$ cat src/rtl/core/modular_exponentiation_defines.svh
// assertion macros for the modular exponentiation core
// used by the top level only; no other dependencies
`ifndef MODULAR_EXPONENTIATION_DEFINES_SVH
`define MODULAR_EXPONENTIATION_DEFINES_SVH

// same-cycle implication, disabled while reset is asserted
`define MEXP_ASSERT_NOW(label, clk, rst_n, ante, cons) \
    label: assert property (@(posedge clk) disable iff (!rst_n) (ante) |-> (cons)) \
        else $error("mexp assertion failed");

// next-cycle implication, disabled while reset is asserted
`define MEXP_ASSERT_NEXT(label, clk, rst_n, ante, cons) \
    label: assert property (@(posedge clk) disable iff (!rst_n) (ante) |=> (cons)) \
        else $error("mexp assertion failed");

`endif

$ cat src/rtl/core/mexp_pkg.sv
// shared constants and controller/datapath interface types
// no dependencies
`default_nettype none

package mexp_pkg;

    // operand width of base, modulus and result
    localparam int VAL_W = 31;
    // exponent port width
    localparam int EXP_W = 32;
    // number of exponent bits that take part
    localparam int EXP_BITS = 32;
    localparam int EXP_N = (EXP_BITS < EXP_W) ? EXP_BITS : EXP_W;
    localparam logic [EXP_W-1:0] EXP_MASK = {EXP_W{1'b1}} >> (EXP_W - EXP_N);

    // step counter of the serial multiply-reduce unit
    localparam int CNT_W = $clog2(VAL_W);
    localparam logic [CNT_W-1:0] CNT_LAST = CNT_W'(VAL_W - 1);

    typedef struct packed {
        logic load;          // capture a new request
        logic clr_acc;       // force the accumulator to zero
        logic start_reduce;  // square reg <= square reg mod m
        logic start_mul;     // acc <= acc * square mod m
        logic start_sqr;     // square <= square * square mod m
        logic shift_exp;     // move to the next exponent bit
        logic out_load;      // copy accumulator to the output register
    } mexp_cmd_t;

    typedef struct packed {
        logic mm_busy;       // multiply-reduce unit running
        logic mm_done;       // one-cycle pulse after a product is written
        logic exp_bit;       // current exponent bit
        logic exp_rest_zero; // no set bit above the current one
        logic exp_zero;      // remaining exponent is zero
        logic mod_zero;      // modulus is zero
    } mexp_sts_t;

endpackage

`default_nettype wire

$ cat src/rtl/core/modular_exponentiation.sv
// run time from request to result grows with the top set exponent bit index k and
// the set bit count s; a zero exponent or zero modulus skips the products, and a
// result still waiting stalls the output of the next one
// throughput: one request at a time, set by the shared serial multiply-reduce unit
// (31 steps per modular product); the next request is taken while a result waits
// reset: synchronous active-low aresetn clears the controller and output valid
`default_nettype none
`include "modular_exponentiation_defines.svh"

// top level: right-to-left square-and-multiply modular exponentiation
// depends on mexp_pkg, mexp_datapath, mexp_ctrl
module modular_exponentiation (
    input  wire logic                       aclk,
    input  wire logic                       aresetn,
    // request channel
    input  wire logic                       s_valid,
    output logic                            s_ready,
    input  wire logic [mexp_pkg::VAL_W-1:0] s_base,
    input  wire logic [mexp_pkg::EXP_W-1:0] s_exponent,
    input  wire logic [mexp_pkg::VAL_W-1:0] s_modulus,
    // result channel
    output logic                            m_valid,
    input  wire logic                       m_ready,
    output logic [mexp_pkg::VAL_W-1:0]      m_power
);

    // command and status between the sequencer and the datapath
    mexp_pkg::mexp_cmd_t cmd;
    mexp_pkg::mexp_sts_t sts;

    // datapath: modulus, exponent shifter, square and accumulator registers,
    // and the bit-serial (2r + bit*a) mod m unit shared by every product
    mexp_datapath u_datapath (
        .aclk       (aclk),
        .aresetn    (aresetn),
        .s_base     (s_base),
        .s_exponent (s_exponent),
        .s_modulus  (s_modulus),
        .cmd        (cmd),
        .sts        (sts),
        .m_power    (m_power)
    );

    // controller: reduces the base first, then per exponent bit a conditional
    // multiply and a square, stopping once no set bit remains
    mexp_ctrl u_ctrl (
        .aclk     (aclk),
        .aresetn  (aresetn),
        .s_valid  (s_valid),
        .s_ready  (s_ready),
        .m_valid  (m_valid),
        .m_ready  (m_ready),
        .sts      (sts),
        .cmd      (cmd)
    );

    // a request accepted leaves the block busy for at least the next cycle
    `MEXP_ASSERT_NEXT(a_accept_busy, aclk, aresetn, s_valid && s_ready, !s_ready)
    // the shared unit is never restarted while it is still running
    `MEXP_ASSERT_NOW(a_no_restart, aclk, aresetn,
        cmd.start_reduce || cmd.start_mul || cmd.start_sqr, !sts.mm_busy)
    // at most one product started per cycle
    `MEXP_ASSERT_NOW(a_one_start, aclk, aresetn, 1'b1,
        $onehot0({cmd.start_reduce, cmd.start_mul, cmd.start_sqr}))

endmodule

`default_nettype wire

$ cat src/rtl/core/mexp_datapath.sv
// datapath: operand registers, serial multiply-reduce unit, output register
// depends on mexp_pkg
`default_nettype none

module mexp_datapath (
    input  wire logic                      aclk,
    input  wire logic                      aresetn,
    input  wire logic [mexp_pkg::VAL_W-1:0] s_base,
    input  wire logic [mexp_pkg::EXP_W-1:0] s_exponent,
    input  wire logic [mexp_pkg::VAL_W-1:0] s_modulus,
    input  wire mexp_pkg::mexp_cmd_t       cmd,
    output mexp_pkg::mexp_sts_t            sts,
    output logic [mexp_pkg::VAL_W-1:0]     m_power
);

    logic [mexp_pkg::VAL_W-1:0] mod_reg;
    logic [mexp_pkg::EXP_W-1:0] exp_reg;
    logic [mexp_pkg::VAL_W-1:0] sq_reg;
    logic [mexp_pkg::VAL_W-1:0] acc_reg;
    logic [mexp_pkg::VAL_W-1:0] mcand_reg;
    logic [mexp_pkg::VAL_W-1:0] mplier_reg;
    logic [mexp_pkg::VAL_W-1:0] r_reg;
    logic [mexp_pkg::CNT_W-1:0] cnt_reg;
    logic                       dst_acc_reg;
    logic                       busy_reg;
    logic                       done_reg;
    logic [mexp_pkg::VAL_W-1:0] power_reg;

    logic [mexp_pkg::VAL_W:0]   dbl;
    logic [mexp_pkg::VAL_W:0]   dbl_red;
    logic [mexp_pkg::VAL_W:0]   sum;
    logic [mexp_pkg::VAL_W:0]   sum_red;
    logic [mexp_pkg::VAL_W-1:0] addend;
    logic [mexp_pkg::VAL_W-1:0] r_next;
    logic                       last_step;

    // one step of msb-first interleaved multiply: r = (2r + bit*a) mod m
    always_comb begin
        dbl     = {r_reg, 1'b0};
        dbl_red = (dbl >= {1'b0, mod_reg}) ? dbl - {1'b0, mod_reg} : dbl;
        addend  = mplier_reg[mexp_pkg::VAL_W-1] ? mcand_reg : '0;
        sum     = {1'b0, dbl_red[mexp_pkg::VAL_W-1:0]} + {1'b0, addend};
        sum_red = (sum >= {1'b0, mod_reg}) ? sum - {1'b0, mod_reg} : sum;
        r_next  = sum_red[mexp_pkg::VAL_W-1:0];
    end

    assign last_step = busy_reg && (cnt_reg == mexp_pkg::CNT_LAST);

    always_ff @(posedge aclk) begin
        if (!aresetn) begin
            busy_reg <= 1'b0;
            done_reg <= 1'b0;
        end else begin
            done_reg <= last_step;
            if (cmd.start_reduce || cmd.start_mul || cmd.start_sqr) begin
                busy_reg <= 1'b1;
            end else if (last_step) begin
                busy_reg <= 1'b0;
            end
        end
    end

    always_ff @(posedge aclk) begin
        if (cmd.load) begin
            mod_reg <= s_modulus;
            exp_reg <= s_exponent & mexp_pkg::EXP_MASK;
            sq_reg  <= s_base;
            acc_reg <= mexp_pkg::VAL_W'(1);
        end
        if (cmd.clr_acc) begin
            acc_reg <= '0;
        end
        if (cmd.shift_exp) begin
            exp_reg <= exp_reg >> 1;
        end
        if (cmd.start_reduce) begin
            mcand_reg   <= mexp_pkg::VAL_W'(1);
            mplier_reg  <= sq_reg;
            dst_acc_reg <= 1'b0;
        end
        if (cmd.start_mul) begin
            mcand_reg   <= sq_reg;
            mplier_reg  <= acc_reg;
            dst_acc_reg <= 1'b1;
        end
        if (cmd.start_sqr) begin
            mcand_reg   <= sq_reg;
            mplier_reg  <= sq_reg;
            dst_acc_reg <= 1'b0;
        end
        if (cmd.start_reduce || cmd.start_mul || cmd.start_sqr) begin
            r_reg   <= '0;
            cnt_reg <= '0;
        end else if (busy_reg) begin
            r_reg      <= r_next;
            mplier_reg <= mplier_reg << 1;
            cnt_reg    <= cnt_reg + mexp_pkg::CNT_W'(1);
        end
        if (last_step) begin
            if (dst_acc_reg) begin
                acc_reg <= r_next;
            end else begin
                sq_reg <= r_next;
            end
        end
        if (cmd.out_load) begin
            power_reg <= acc_reg;
        end
    end

    always_comb begin
        sts.mm_busy       = busy_reg;
        sts.mm_done       = done_reg;
        sts.exp_bit       = exp_reg[0];
        sts.exp_rest_zero = (exp_reg[mexp_pkg::EXP_W-1:1] == '0);
        sts.exp_zero      = (exp_reg == '0);
        sts.mod_zero      = (mod_reg == '0);
    end

    assign m_power = power_reg;

endmodule

`default_nettype wire

$ cat src/rtl/core/mexp_ctrl.sv
// controller: sequences reduce, multiply and square steps over exponent bits
// depends on mexp_pkg
`default_nettype none

module mexp_ctrl (
    input  wire logic                aclk,
    input  wire logic                aresetn,
    input  wire logic                s_valid,
    output logic                     s_ready,
    output logic                     m_valid,
    input  wire logic                m_ready,
    input  wire mexp_pkg::mexp_sts_t sts,
    output mexp_pkg::mexp_cmd_t      cmd
);

    localparam logic [2:0] ST_IDLE   = 3'd0;
    localparam logic [2:0] ST_CHECK  = 3'd1;
    localparam logic [2:0] ST_REDUCE = 3'd2;
    localparam logic [2:0] ST_BIT    = 3'd3;
    localparam logic [2:0] ST_MUL    = 3'd4;
    localparam logic [2:0] ST_SQR    = 3'd5;
    localparam logic [2:0] ST_FINISH = 3'd6;

    logic [2:0] state_reg;
    logic [2:0] state_next;
    logic       m_valid_reg;
    logic       m_valid_next;

    always_comb begin
        state_next   = state_reg;
        m_valid_next = m_valid_reg && !m_ready;
        cmd          = '0;
        unique case (state_reg)
            ST_IDLE: begin
                if (s_valid) begin
                    cmd.load   = 1'b1;
                    state_next = ST_CHECK;
                end
            end
            ST_CHECK: begin
                if (sts.exp_zero) begin
                    state_next = ST_FINISH;
                end else if (sts.mod_zero) begin
                    cmd.clr_acc = 1'b1;
                    state_next  = ST_FINISH;
                end else begin
                    cmd.start_reduce = 1'b1;
                    state_next       = ST_REDUCE;
                end
            end
            ST_REDUCE: begin
                if (sts.mm_done) begin
                    state_next = ST_BIT;
                end
            end
            ST_BIT: begin
                if (sts.exp_bit) begin
                    cmd.start_mul = 1'b1;
                    state_next    = ST_MUL;
                end else if (sts.exp_rest_zero) begin
                    state_next = ST_FINISH;
                end else begin
                    cmd.start_sqr = 1'b1;
                    state_next    = ST_SQR;
                end
            end
            ST_MUL: begin
                if (sts.mm_done) begin
                    if (sts.exp_rest_zero) begin
                        state_next = ST_FINISH;
                    end else begin
                        cmd.start_sqr = 1'b1;
                        state_next    = ST_SQR;
                    end
                end
            end
            ST_SQR: begin
                if (sts.mm_done) begin
                    cmd.shift_exp = 1'b1;
                    state_next    = ST_BIT;
                end
            end
            ST_FINISH: begin
                if (!m_valid_reg || m_ready) begin
                    cmd.out_load = 1'b1;
                    m_valid_next = 1'b1;
                    state_next   = ST_IDLE;
                end
            end
            default: begin
                state_next = ST_IDLE;
            end
        endcase
    end

    always_ff @(posedge aclk) begin
        if (!aresetn) begin
            state_reg   <= ST_IDLE;
            m_valid_reg <= 1'b0;
        end else begin
            state_reg   <= state_next;
            m_valid_reg <= m_valid_next;
        end
    end

    assign s_ready = (state_reg == ST_IDLE);
    assign m_valid = m_valid_reg;

endmodule

`default_nettype wire
$ cat config.mk
export PLATFORM = sky130hd
export DESIGN_NAME = modular_exponentiation
export DESIGN_NICKNAME = d
export VERILOG_FILES = /design/src/rtl/core/mexp_pkg.sv /design/src/rtl/core/modular_exponentiation.sv /design/src/rtl/core/mexp_datapath.sv /design/src/rtl/core/mexp_ctrl.sv
export VERILOG_INCLUDE_DIRS = /design/src /design/src/rtl/core
export SDC_FILE = /design/constraint.sdc
export NUM_CORES = 1
export LEC_CHECK = 0
export BUFFER_PORTS_ARGS = -buffer_cell sky130_fd_sc_hd__buf_2
export CORE_AREA = 2 2 189 191
export CTS_BUF_LIST = sky130_fd_sc_hd__clkbuf_8
export CTS_CLUSTER_SIZE = 16
export DETAILED_ROUTE_END_ITERATION = 8
export DIE_AREA = 0 0 191 193
export SLEW_MARGIN = 20
export SYNTH_ARGS = -nofsm -noshare
export SYNTH_HDL_FRONTEND = slang
export SYNTH_SLANG_ARGS = --single-unit
export TNS_END_PERCENT = 10
$ cat constraint.sdc
create_clock -name aclk -period 17.7 [get_ports aclk]
set_input_delay 1.77 -clock aclk [delete_from_list [all_inputs] [get_ports aclk]]
set_output_delay 1.77 -clock aclk [all_outputs]
set_load 0.02 [all_outputs]
# After elaboration in Yosys (flattened, before gate mapping)

Cells that the tools add are included.

Latch bits: 0
Register bits: 261
Logic and storage cells: 100
Memories kept: 0
RAM bits: 0
Output and inout port bits: 33
Input bits: 98
Bits in read-only memories: 0

Add/sub/neg operators: 4
Order comparisons: 2
Reductions and logical operators: 17
Mux-type cells: 51
Equal/unequal tests: 11
Multiply operators: 0
Div/mod/pow operators: 0
Shift operators: 0
Bitwise logic cells: 0

Operators with widths:

| kind                  | number |
|---|---|
| $mux W31              | 20 |
| $ge A32 B31 Y1        | 2 |
| $logic_not A31 Y1     | 2 |
| $sub A31 B31 Y31      | 2 |
| $add A31 B31 Y32      | 1 |
| $logic_not A32 Y1     | 1 |
| $mux W3               | 7 |
| $mux W1               | 19 |
| $pmux W3 S6           | 1 |
| $eq A3 B3 Y1 const B  | 3 |
| $eq A3 B2 Y1 const B  | 2 |
| $mux W2               | 3 |
| $reduce_bool A2 Y1    | 3 |
| $add A5 B1 Y5 const B | 1 |
| $eq A5 B5 Y1 const B  | 1 |
| $ne A2 B1 Y1 const B  | 2 |
| $ne A2 B2 Y1 const B  | 2 |
| $reduce_and A4 Y1     | 1 |
| $eq A3 B1 Y1 const B  | 1 |
| $logic_not A3 Y1      | 1 |
| $logic_or A1 B1 Y1    | 3 |
| $reduce_bool A3 Y1    | 1 |
| $logic_and A1 B1 Y1   | 2 |
| $logic_not A1 Y1      | 2 |
| other kinds (2)       | 2 |

# Depth between registers and ports, before layout

Depth in word-level cells: 9
Mapped depth: 36
Depth with buffers taken out: 31

# Modules after synthesis

Synthesis repeated with hierarchy kept, for this count alone.

Cell total of the unflattened synthesis: 1748
Area, all modules: 16042.9 um2

Modules (own cells, without submodules):

| module        | times used | area each (um2) | seq. area each (um2) | cells each |
|---|---|---|---|---|
| mexp_datapath | 1          | 15683.8         | 6386.1               | 1700 |
| mexp_ctrl     | 1          | 359.1           | 80.1                 | 48 |

# Worst setup path after synthesis

Ideal clock, no wire load.

Path type: register to register
From: register u_datapath.mod_reg[0] (netlist name)
To: register u_datapath.acc_reg[19] (netlist name)
Cell stages (with the launch flop): 30
Setup slack: 10.803 ns
Arrival: 6.780 ns
Required time: 17.583 ns
Buffers on the path: 3
Period minus slack after synthesis: 6.897 ns
Cell sequence: edfxtp_1 -> inv_1 -> fa_1 -> a21o_1 -> a221oi_2 -> a2111o_1 -> and3b_1 -> o21bai_1 -> a221oi_2 -> a21oi_2 -> o22ai_4 -> buf_6 -> mux2_2 -> ha_1 -> clkbuf_1 -> nand3_1 -> or3_1 -> a211oi_1 -> nor2_1 -> o311a_1 -> ha_1 -> a21oi_1 -> nor2b_1 -> a2111oi_0 -> o21a_1 -> a31oi_1 -> or2_2 -> buf_6 -> mux2_4 -> a22o_1

Cells in the longest elaborated chain, start to end: 7
Elaborated cells on any way between the ends: 14
Classes of those cells: 3 x add/sub; 2 x order compare; 8 x mux; 1 x reduce/logical

Ends and longest elaborated chain:

| item                                           | line                                     | source |
|---|---|---|
| start, declared                                | mexp_datapath.sv:16                      | `logic [mexp_pkg::VAL_W-1:0] mod_reg;` |
| start signal, assigned                         | mexp_datapath.sv:65                      | `mod_reg <= s_modulus;` |
| $sub A31 B31 Y31, or another cell as far along | mexp_datapath.sv:40                      | `dbl_red = (dbl >= {1'b0, mod_reg}) ? dbl - {1'b0, mod_reg} : dbl;` |
| $mux W31 or $mux W1 (tied branches)            | mexp_datapath.sv:40, mexp_ctrl.sv:43     |  |
| $add A31 B31 Y32 or $mux W2 (tied branches)    | mexp_datapath.sv:42, mexp_ctrl.sv:41     |  |
| $sub A31 B31 Y31, or another cell as far along | mexp_datapath.sv:43                      | `sum_red = (sum >= {1'b0, mod_reg}) ? sum - {1'b0, mod_reg} : sum;` |
| $mux W31, on equally long branches             | mexp_datapath.sv:43, mexp_datapath.sv:70 |  |
| $mux W31                                       | mexp_datapath.sv:100                     | `if (dst_acc_reg) begin` |
| $mux W31 (*)                                   | mexp_datapath.sv:99                      | `if (last_step) begin` |
| end signal, assigned                           | mexp_datapath.sv:68                      | `acc_reg <= mexp_pkg::VAL_W'(1);` |
| end signal, assigned                           | mexp_datapath.sv:101                     | `acc_reg <= r_next;` |
| end, declared                                  | mexp_datapath.sv:19                      | `logic [mexp_pkg::VAL_W-1:0] acc_reg;` |

Every way passes the cells marked *; elsewhere a longest branch is shown, timed or not.
A chain may end at the register's enable or synchronous reset.

# Worst setup path after layout

From: register u_datapath.mod_reg[0] (netlist name)
To: register u_datapath.r_reg[28] (netlist name)

Cells in the longest elaborated chain, start to end: 6
Elaborated cells on any way between the ends: 13
Classes of those cells: 3 x add/sub; 2 x order compare; 5 x mux; 3 x reduce/logical

Ends and longest elaborated chain:

| item                                                     | line                | source |
|---|---|---|
| branches (longest 6 deep; another with $add A31 B31 Y32) | n/a                 |  |
| end signal, assigned                                     | mexp_datapath.sv:95 | `r_reg <= r_next;` |
| end, declared                                            | mexp_datapath.sv:22 | `logic [mexp_pkg::VAL_W-1:0] r_reg;` |

Several ways; the timed one is not identified.

==> key figures <==
Setup path
  – Critical Path AT: 9.67 ns
  – RR Endpoint: u_datapath.r_reg[28]$_SDFFE_PP0P_
  – Delay-heaviest family, CP: compound AO/OA/AOI/OAI gates
  – Slowest cell delay on critical path: 0.78 ns
  – Slowest cell on the critical path: o22ai_4
  – R2R depth: 28
  – Critical Path Fanout Max: 46
  – WS Path Type: reg2reg
  – Buf+Inv Stages, Crit Path: 1
  – CP Launch Type: flop
  – Crit path capture type: flop
  – R2r startpoint: u_datapath.mod_reg[0]$_DFFE_PP_
  – R2R Setup Slk: ~8.5 ns
  – CP Data Required Time: about 18 ns

Die
  – Row Count: 69
  – # IOs: 131
  – Core Area: 34,960 µm²
  – Initial Util: 0.4512
  – DIE WIDTH: around 190 µm
  – Die height: between 150 and 200 µm
  – DIE AREA: 36,860 µm²

Synthesis
  – Syn Nets: around 1,900
  – Post-synthesis register bit count: roughly 260
  – Synth Flop Type: dfxtp_1
  – Post-synthesis sequential area ratio: 0.4098
  – Post-Syn Instances: roughly 1,700
  – Synth cell types: 74
  – Synthesized area: 15,780 µm²
  – EDFF count, synth: between 100 and 150
  – Async S/R FF share, synth: 0
  – Syn avg cell area: about 9.3 µm²
  – Synth warn: 0

Detailed routing
  – DRC: 0
  – Final ANT Viol Nets: 0
  – Drt first pass iters: 7
  – Total Routed Length: ~48 mm
  – Via count: 13,660
  – Drt wl/cell: 20.77 µm
  – Initial drt markers: 1,134
  – Vias/cell: 5.955

Clock tree
  – Clk sinks: roughly 260
  – Setup bufs post-CTS: 0
  – Worst-skew pair later-pin latency: 0.61 ns
  – Clock buffer depth: 3
  – Root buffer cell: clkbuf_8
  – CTS resizes: 0
  – H-tree levels: 2
  – Hold_buf cts: 0
  – CTS tree: built
  – Clk pin slew, worst setup/hold paths: approximately 0.060 ns
  – CTS Buf Count: 44

Hold path
  – Hold Path Cell Cnt: 0
  – WHS Endpoint: u_datapath.m_power[2]$_DFFE_PP_
  – HP Start: u_datapath.acc_reg[2]$_DFF_P_
  – Hold Path Class: reg2reg

Cells and area
  – Commonest cells after routing, fill and taps aside: a21oi_1 (180), dfxtp_1 (136), o21ai_0 (131)
  – Nets: approximately 2,000
  – Most common cell after layout, fill and taps aside: a21oi_1
  – Share of cells above drive strength 1: 0.1539
  – Number of flip-flops in the largest register: 32
  – Fillers: 3,383
  – Fin area: about 18,000 µm²
  – Synth-to-Final Area Change: 12.07%

GRT
  – GR Overflow Total: 0
  – Largest net degree at the start of global routing: 63
  – Total track usage: 0.2567
  – Initial antenna violation count: 0
  – Vias in the first global route: 12,730
  – First-pass GRT wire length: 72.63 mm

STA
  – RSZ-0062 raised after global routing: no
  – TNS Setup: 0 ns
  – Worst-margin pin slew: 1.069 ns
  – Tmin final: 9.208 ns
  – Tcrit/Tclk final: 0.5203
  – Slew HR: 0.2870
  – Final Setup Violations: 0
  – Final Hold Viols: 0
  – Max-slew violations: 0
  – Fmax: 0.1086 GHz
  – Skew final: around 0.042 ns

Placement
  – # port buffers: between 100 and 150
  – GPL Wtd Cong: about 0.94
  – Post-DP HPWL: 35.76 mm
  – Area after DPL: 16,750 µm²

Run
  – Max-cap violations: 0

Status
  – Outcome: complete, no violations
layer usage:
| layer | global-route usage | share of wire | up-vias |
|---|---|---|---|
| met1 | 0.3927 | 0.49 | 6537 |
| li1 | - | - | 6519 |
| met4 | 0.09004 | 0.028 | 0 |
| met2 | 0.3597 | 0.40 | 531 |
| met5 | 0 | 0 | - |
| met3 | 0.04452 | 0.077 | 74 |
kinds of logic (layout without fill, tap and decap cells):
family / count (synthesis) / count (layout) / synth area share
simple gates: 470 / 470 / 0.1492
flops: 261 / 261 / 0.4098
other cells: 0 / 1 / 0
mux: 78 / 78 / 0.05448
buf+inv: 156 / 294 / 0.04052
fa+ha+maj: 98 / 98 / 0.07914
compound gates: 550 / 550 / 0.2218
xor+xnor: 81 / 81 / 0.04496
final cells by class:
type                            count  area, µm²  share of cell area
Antenna cell                        1      2.502           0.0001415
Clock buffer                       56      770.7             0.04359
Clock inverter                     25      157.7            0.008916
Inverter                           69      259.0             0.01465
Multi-Input combinational cell   1277       8692              0.4916
Sequential cell                   261       6467              0.3658
Tap cell                          461      576.8             0.03262
Timing Repair Buffer              144      755.7             0.04274
per-stage QoR:
stage | hold WS (ns) | worst slack [ns] | utilization | std cells
floorplan | 0.4257 | 10.80 | - | 1694
global placement | 0.4483 | 8.919 | 0.4789 | 2212
detailed placement | 0.4433 | 8.656 | 0.4789 | 2212
CTS | 0.4610 | 8.639 | 0.5055 | 2293
global route | 0.4780 | 7.939 | 0.5056 | 2293
finish | 0.4608 | 8.492 | 0.5057 | 2294
synthesized netlist by cell type (all sizes together), types with 3 or more instances:
cell       n  area (µm²)
a21oi    181       909.6
dfxtp    137        2743
o21ai    137       685.7
edfxtp   124        3724
nand2    115       431.7
and2     102       638.1
nor2     101       379.1
ha        95        1189
clkbuf    78       292.8
inv       67       251.5
mux2      60       679.4
a211oi    47       352.8
xnor2     46       402.9
a21o      44       330.3
xor2      35       306.5
a222oi    30       300.3
nand3     29       145.1
nand4     25       156.4
and3      21       131.4
nor3      21       105.1
mux2i     18       180.2
nor4      16       100.1
o21a      13       97.59
a31oi     12       75.07
nand2b    12       75.07
buf        9       87.58
o21bai     9       67.56
o31ai      9       67.56
nor2b      8       50.05
o211ai     8       60.06
a21boi     6       45.04
a221oi     6       65.06
o22ai      6       51.30
or2        6       37.54
a211o      5       43.79
o311a      4       40.04
or3        4       25.02
a2111oi    3       32.53
fa         3       60.06
nand3b     3       22.52
o2111ai    3       26.28
o211a      3       30.03
o221ai     3       26.28
o41ai      3       26.28
worst register-to-register path, delay by kind of cell, from the launching register on:
| kind | cells | cell delay [ns] |
|---|---|---|
| AOI/OAI and AO/OA | 18 | 5.36 |
| buffers and inverters | 1 | 0.12 |
| muxes | 1 | 0.44 |
| DFF | 1 | 0.43 |
| adders and majority gates | 3 | 1.17 |
| and+or+nand+nor | 5 | 1.55 |
worst max path at each step:
stage	to	startpoint	cells past startpoint
2_1_floorplan	u_datapath.acc_reg[19]$_DFF_P_	u_datapath.mod_reg[0]$_DFFE_PP_	29
3_3_place_gp	u_datapath.acc_reg[28]$_DFF_P_	u_datapath.mod_reg[0]$_DFFE_PP_	28
3_5_place_dp	u_datapath.acc_reg[28]$_DFF_P_	u_datapath.mod_reg[0]$_DFFE_PP_	28
4_1_cts	u_datapath.acc_reg[28]$_DFF_P_	u_datapath.mod_reg[0]$_DFFE_PP_	28
5_1_grt	u_datapath.acc_reg[28]$_DFF_P_	u_datapath.mod_reg[0]$_DFFE_PP_	28
6_report	u_datapath.r_reg[28]$_SDFFE_PP0P_	u_datapath.mod_reg[0]$_DFFE_PP_	28
Power is not shown: default switching activity piles up to over one toggle a cycle in this logic, so the estimate is an artifact.
